==> src/sv/scfl_ram.sv <==
module scfl_ram #(
	parameter int WIDTH = 8,
	parameter int DEPTH = 256
) (
	input  logic                     clk,
	input  logic                     we,
	input  logic [$clog2(DEPTH)-1:0] waddr,
	input  logic [WIDTH-1:0]         wdata,
	input  logic [$clog2(DEPTH)-1:0] raddr,
	output logic [WIDTH-1:0]         rdata
);

	logic [WIDTH-1:0] mem [DEPTH];

	// Write port and registered read port
	always_ff @(posedge clk) begin
		if (we) begin
			mem[waddr] <= wdata;
		end
		rdata <= mem[raddr];
	end

endmodule

==> config.mk <==
export PLATFORM = sky130hd
export DESIGN_NAME = scfl_ram
export DESIGN_NICKNAME = d
export VERILOG_FILES = /design/src/sv/scfl_ram.sv
export SDC_FILE = /design/constraint.sdc
export NUM_CORES = 2
export LEC_CHECK = 0
export BUFFER_PORTS_ARGS = -buffer_cell sky130_fd_sc_hd__buf_4
export CORE_MARGIN = 3
export CORE_UTILIZATION = 45
export CTS_CLUSTER_DIAMETER = 30
export DETAILED_ROUTE_END_ITERATION = 16
export PLACE_DENSITY_LB_ADDON = 0.25
export RECOVER_POWER = 25
export SYNTH_ARGS = -nofsm -noshare
export SYNTH_HDL_FRONTEND = slang
export SYNTH_SLANG_ARGS = --single-unit
==> constraint.sdc <==
create_clock -name clk -period 3.1 [get_ports clk]
set_clock_uncertainty 0.15 [all_clocks]
set_input_delay 0.62 -clock clk [delete_from_list [all_inputs] [get_ports clk]]
set_output_delay 0.62 -clock clk [all_outputs]
set_load 0.1 [all_outputs]
==> reports/metrics.cfg <==
[clocking]
cts_tree=yes
postCtsSetupRepairBufs=0
numCtsBuffers=417
cts-htree-levels=5
max-clock-path-buffers=4
cts_root_buf=clkbuf_16
cts.sinks=2056
clock_latency_ns=0.96
path_clk_slew_ns=0.05

[synth]
netlist_instances=3733
synth_top_area_share_pct=77.30
syn-num-nets=3759
ys_ff_latch=2056
synth_area_sq_mm=0.07956
avgSynthCellArea_sq_um=21.31
synth_warnings=0
synthTopCellsByCount=edfxtp_1 (2048), mux4_2 (454), nor2_1 (282), mux2i_1 (134), a22oi_1 (133)
synth.area.top_cells=edfxtp_1 (77%), mux4_2 (13%), mux2i_1 (1.7%)
async_flop_share_pct=0
yosys.area.top_type=edfxtp_1
synth_edf_count=2048
seq_area_frac_synth_pct=77.50
synth_cell_type_count=55
synth_ff_type=edfxtp_1
yosysMostFrequentCell=edfxtp_1

[global_routing]
grt_pass1_wl_um=305900
antenna_found_initial=5
grt_use_total_pct=23.21
grt_max_degree=117
grt_pass1_vias=43690
grt_overflow=0

[setup_path]
crit_path_frequent_cell=buf_12
critPathMaxStageDelay_ns=0.82
crit_chain=buf_8, buf_12, buf_12, buf_4, mux4_2, a221oi_1, o32ai_1, nor3_1, nor4_1
crit_family=simple AND/OR/NAND/NOR gates
critPathMaxFanout=25
start_kind=input pin
crit_required_ns=3.71
end_kind=flop
cpMaxStageDelayCell=nor3_1
arrival_ns=3.66
worst-setup-path-type=in2reg
worst-path-buf-inv=4

[drt]
drt_drc_violations_left=0
wirelength_um=208700
drt_iter0_drc=4811
avgRoutedWirePerCell_um=28.61
vias=42230
dr.pass1.iters=6
vias_per_cell=5.790
ant_nets=0

[placed_design]
routabilityCongestion=0.8570
place_hpwl_um=133000
pre_cts_ws_ns=-0.8498
portBuffers=33

[timing]
fin_crit_ns=3.053
maxSlewHeadroom_pct=-56.04
period_share_pct=98.47
setup_violations=0
hold_viol_final=0
fin_ws_ns=0.04729
finalSetupTns_ns=0
slew_viol_final=499
worstMarginPinSlew_ns=2.341
rsz0062_at_grt=no
max_freq_ghz=0.3276

[finish]
fillers=12590
fin_util_pct=57.83
drive_gt1_share_pct=36.57
multi_input_comb_area_sq_mm=0.01652
seqCellArea_sq_mm=0.06166
final_nets=4667
syn2layout_area_growth_pct=27.04

[floorplanning]
initial_core_util_pct=45.52
die-area_sq_mm=0.1819
die_h_um=426.5
ios=34
core.rowCount=153
fp.dieW_um=426.5
core_sq_mm=0.1748

[hold_path]
holdCritPathClass=in2reg

[outcome]
status=finished, violations left
violations=max-capacitance violations, max-slew violations

[power]
p_leak_nw=33.71
p_per_area_mw_per_mm2=769.1
ir_drop_mv=0.6856

[run]
drv_cap=7

-- layout make-up --
cell class	count	share of cell area, %
clock inverters	284	3.109
diodes	3	0.007428
well taps	2325	2.878
flip-flops and latches	2056	61.01
multi-input cells	1442	16.35
inverters	2	0.007428
clock buffers	460	10.59
repair buffers	722	6.051
-- where the power goes --
part / switching (mW) / internal [mW]
clock: 14.3 / 29.3
sequential: 0.0674 / 30.7
combinational: 2.06 / 1.28
total: 16.5 / 61.3
-- state kept, by name, indices dropped and copies added (netlist names) --
register and cells:
rdata 8, mem 2048
-- worst min-delay path, stage by stage --
cell and delay [ns]:
buf_4 0.16, nand4_1 0.13, nor2_1 0.14
-- kinds of logic (layout without fill, tap and decap cells) --
group,Yosys count,after routing,share of synthesized area [%]
AOI/OAI and AO/OA,385,385,3.419
buffers and inverters,235,1468,1.831
DFF,2056,2056,77.50
muxes,591,591,14.62
other,0,3,0
and+or+nand+nor,466,466,2.628
-- placed cells by master (no fill, tap or decap), types with 9 or more instances in the layout --
cell type / count
clkbuf_2: 9
nor4_1: 21
o22ai_1: 28
o221ai_1: 46
a211oi_1: 16
a22oi_1: 133
clkinv_4: 36
o211ai_1: 10
nand3_1: 31
clkinv_2: 52
bufinv_16: 54
clkbuf_16: 422
nand2_1: 33
buf_4: 609
nor2b_1: 28
a21oi_1: 96
nor2_1: 279
clkbuf_1: 68
edfxtp_1: 2048
mux2i_1: 134
nor3_1: 21
mux4_2: 454
inv_6: 28
clkinvlp_4: 51
a221oi_1: 13
clkinv_1: 56
nand4_1: 10
buf_12: 63
o21ai_0: 10
-- path summary, 6_finish.rpt --
kind / startpoint / to / slack, ns / cells past startpoint
max reg2reg: mem[211][5] / rdata[5] / 0.13 / 6
min reg2reg: mem[40][3] / rdata[3] / 0.91 / 7
max: raddr[0] / rdata[5] / 0.05 / 9
min: waddr[1] / mem[251][5] / 0.16 / 3
-- per-stage QoR --
step                hold slack (ns)  power [mW]  cell area, sq um  instances
global placement             0.7551       34.63             87400       6541
global route                 0.1499       79.86            101100       7292
floorplan                    0.5689       32.89             79560       3733
finish                       0.1613       77.73            101100       7294
detailed placement           0.7507       34.67             87400       6541
CTS                         0.01430       78.27            101300       7291
-- routing by layer --
| layer | wire, um | vias to the layer above | track usage (%) |
|---|---|---|---|
| li1 | - | 17700 | - |
| met1 | 84130 | 22170 | 32.31 |
| met2 | 101400 | 1978 | 36.89 |
| met3 | 16590 | 383 | 4.467 |
| met4 | 6576 | 2 | 8.164 |
| met5 | 14 | - | 0 |
-- what timing repair did --
action	4_1_cts	5_1_grt
setup endpoints to repair	0	1
endpoints found under the hold margin	166	0
hold buffers	6	0
gates resized for setup	0	1
Note: power is estimated with default switching activity, not from simulation.
