## config.mk

```make
export PLATFORM = sky130hd
export DESIGN_NAME = scfl_carve
export DESIGN_NICKNAME = d
export VERILOG_FILES = /design/src/sv/scfl_pkg.sv /design/src/sv/scfl_carve.sv
export SDC_FILE = /design/constraint.sdc
export NUM_CORES = 1
export LEC_CHECK = 0
export BUFFER_PORTS_ARGS = -buffer_cell sky130_fd_sc_hd__buf_2
export CORE_MARGIN = 3
export CORE_UTILIZATION = 54
export DETAILED_ROUTE_END_ITERATION = 16
export PLACE_DENSITY_LB_ADDON = 0.25
export SLEW_MARGIN = 25
export SYNTH_ARGS = -nofsm -noshare
export SYNTH_HDL_FRONTEND = slang
export SYNTH_SLANG_ARGS = --single-unit
```

## constraint.sdc

```tcl
create_clock -name vclk -period 3.5
set_clock_uncertainty 0.05 [all_clocks]
set_input_delay 0.35 -clock vclk [all_inputs]
set_output_delay 0.35 -clock vclk [all_outputs]
set_load 0.005 [all_outputs]
```

## src/sv/scfl_pkg.sv

```systemverilog
package scfl_pkg;

	// Region and class table sizing
	localparam int SLOTS    = 4096;
	localparam int CLASSES  = 16;

	// Fixed field widths
	localparam int HANDLE_W = 12;
	localparam int SIZE_W   = 16;
	localparam int INIT_W   = 11;
	localparam int STATUS_W = 2;

	// Derived widths
	localparam int PTR_W    = $clog2(SLOTS + 1);
	localparam int ADDR_W   = $clog2(SLOTS);
	localparam int NEED_W   = PTR_W + 1;
	localparam int CLS_W    = (CLASSES > 1) ? $clog2(CLASSES) : 1;
	localparam int COUNT_W  = $clog2(CLASSES + 1);

	localparam logic [INIT_W-1:0] INIT_RESET = INIT_W'(32);
	localparam logic [PTR_W-1:0]  EMPTY_MARK = PTR_W'(SLOTS);

	// Commands
	localparam logic CMD_ALLOC = 1'b0;
	localparam logic CMD_FREE  = 1'b1;

	// Status codes
	localparam logic [STATUS_W-1:0] STAT_OK           = 2'd0;
	localparam logic [STATUS_W-1:0] STAT_TABLE_FULL   = 2'd1;
	localparam logic [STATUS_W-1:0] STAT_EXHAUSTED    = 2'd2;
	localparam logic [STATUS_W-1:0] STAT_FREE_IGNORED = 2'd3;

	typedef enum logic [2:0] {
		S_IDLE,
		S_SCAN,
		S_RESOLVE,
		S_ALLOC,
		S_LINK,
		S_GROW,
		S_DONE
	} fsm_state_t;

	// Answer of the shared region carve unit
	typedef struct packed {
		logic             fits;
		logic [PTR_W-1:0] new_end;
	} carve_res_t;

endpackage

```

## src/sv/scfl_carve.sv

```systemverilog
module scfl_carve (
	input  logic [scfl_pkg::PTR_W-1:0]  bump,
	input  logic [scfl_pkg::NEED_W-1:0] need,
	output scfl_pkg::carve_res_t        res
);
	import scfl_pkg::*;

	logic [NEED_W-1:0] room;
	logic [NEED_W-1:0] sum;

	// Compare the request against what is left of the region
	assign room        = NEED_W'(SLOTS) - NEED_W'(bump);
	assign sum         = NEED_W'(bump) + need;
	assign res.fits    = (need <= room);
	assign res.new_end = sum[PTR_W-1:0];

endmodule

```

==> run summary <==
CP Launch Point: bump[2]
Highest Signal Layer: met4
CTS resizes: 0
Pwr Density: 156.4 nW/um2
Switch share: 53.12%
Metal3 WL: 130 um
Pin count of the biggest net entering global routing: 9
Die ar.: 2899 um2
Register area: 0 um2
First-pass GRT wire length: 5092 um
Reg power frac: 0%
CP max-delay cell: or4_4
Layout cells sized above 1: 27.78%
Worst-path cell chain: buf_2, or4_4, nor3b_4, nand2_2, xnor2_2, ha_1, a21o_1, a21o_1, a211oi_1, a22o_1, buf_2
Initial antenna violation count: 0
Synthesized Nets: 213
VDD IR max: 0.1105 mV
Layout area overhead: 19.23%
Slew @ Worst Pin: 0.3356 ns
Buffers on Ports: 41
Final wirelength: 3155 um
CP startpoint kind: input pin
Via density: 5.818
Final Core Density: 71.48%
Mapped Cells: 158
Residual DRC: 0
Std-Cell Rows: 16
Final min period: 3.155 ns
Cts hold-fix bufs: 0
Die extent in y: 53.85 um
Unrepaired setup endpoints after global routing: no
TritonRoute pass-1 iters: 4
Count of final setup violators: 0
Maximum clock rate: 317.0 MHz
Yosys warnings: 0
Post-synth cell types: 48
Fin Setup TNS: 0 ns
Top cells by area in the synthesized netlist: ha_1, xor2_1, a21oi_1
Num ports: 41
Multi-input gate area: 1182 um2
Wire length on met1: 1347 um
Crit share post-route: 90.13%
Setup crit end: res[13]
Headroom to the max-slew limit: 77.42%
CLK BUF: 0
Initial Util: 59.95%
DR vias: 1309
Met2 wire len: 1659 um
Fin. max-slew vios: 0
GRT overflow: 0
Avg WL per Cell: 14.02 um
Crit end category: output port
Net Switching: 0.0001225 W
Post-CTS setup buffer count: 0
HP Class: in -> out
Comb pwr share: 100.0%
Global-route usage over all layers: 22.67%
Critical Path Max Stage Delay: 0.58 ns
P_int: 0.0001081 W
Die X-Extent: 53.85 um
Final hold slack: 1.081 ns
Worst path required time: 3.10 ns
Status: finished, final reports clean
Most common cell in the synthesized netlist: ha_1
Max-cap viol count: 0
WHS Path Cells: 5
Cell area after synthesis: 1236 um2
Post-synthesis sequential area ratio: 0%
# nets final: 255
Synth cell count leaders: ha_1, a21oi_1, nor2_1, inv_1
Crit path DAT: 2.75 ns
Routability cong.: 0.8855
Post-DP HPWL: 2798 um
Crit Path Class: in -> out
Vias in the first global route: 1225
Antenna Nets Post-Route: 0
Seq_cells: 0
Antenna Cells: 0
Initial drt markers: 22
Filler cells: 179
Leakage: 0.7703 nW
Post-synth top area cell: ha_1
Top cell type's share of synthesized area: 27.33%
Mean post-synth cell area: 7.824 um2
Crit Path Max Fanout: 5
Clock power frac: 0%
Core ar.: 2062 um2
Hold Fails Final Rpt: 0
==> critical path: cells and delay by family <==
kind / cells / cell delay, ns
AND/OR/NAND/NOR: 3 / 0.95
buffers and inverters: 2 / 0.24
AO/OA/AOI/OAI: 4 / 0.77
XOR/XNOR: 1 / 0.15
adder cells (fa/ha/maj): 1 / 0.30
==> cell families (layout without fill, tap and decap cells) <==
kind of cell             after synthesis  count (layout)  synth area share (%)
buffers and inverters                 14              54                 4.351
AND/OR/NAND/NOR                       50              50                 24.29
AO/OA/AOI/OAI                         48              48                 28.75
adder cells (fa/ha/maj)               28              28                 28.95
multiplexers                           3               3                 2.429
XOR/XNOR                              15              15                 11.24
==> metal layers <==
metal,vias to the layer above,global-route usage (%)
met2,33,45.97
li1,677,-
met4,0,2.979
met5,-,0
met1,597,26.36
met3,2,0.2770
==> stage by stage <==
stage	power (W)	instances	worst slack, ns	area [um2]
floorplan	0.0001468	158	0.7402	1236
global placement	0.0002180	225	0.4771	1474
detailed placement	0.0002289	225	0.3456	1474
CTS	0.0002305	225	0.3389	1474
global route	0.0002573	225	0.1114	1474
finish	0.0002306	225	0.3454	1474
==> power groups by stage <==
stage / Combinational (W) / Sequential, W / Clock (W)
after floorplan: 0.000147 / 0 / 0
after global placement: 0.000218 / 0 / 0
after detailed placement: 0.000229 / 0 / 0
after CTS: 0.000231 / 0 / 0
after global routing: 0.000257 / 0 / 0
final: 0.000231 / 0 / 0
==> worst min-delay path by stage <==
stage | from | end | slack [ns]
3_3_place_gp | need[0] | res[0] | 1.07
5_1_grt | need[0] | res[0] | 1.11
4_1_cts | need[0] | res[0] | 1.09
6_report | need[0] | res[0] | 1.08
2_1_floorplan | bump[0] | res[0] | 0.81
3_5_place_dp | need[0] | res[0] | 1.09
==> layout by cell type (no fill, tap or decap), types with 4 or more instances in the layout <==
cell and instances:
a21o_1 8, a21oi_1 13, buf_2 41, ha_1 27, inv_1 12, nand2_1 6
nand4_1 4, nor2_1 13, nor3_1 6, o21ai_0 6, o31ai_1 4, xnor2_1 6
xor2_1 8
==> layout make-up <==
type / count / area share [%]
Inverter: 12 / 3.056
Timing Repair Buffer: 42 / 14.43
Multi-Input combinational cell: 144 / 80.22
Tap cell: 27 / 2.292
Power figures use the tool's default switching activity.
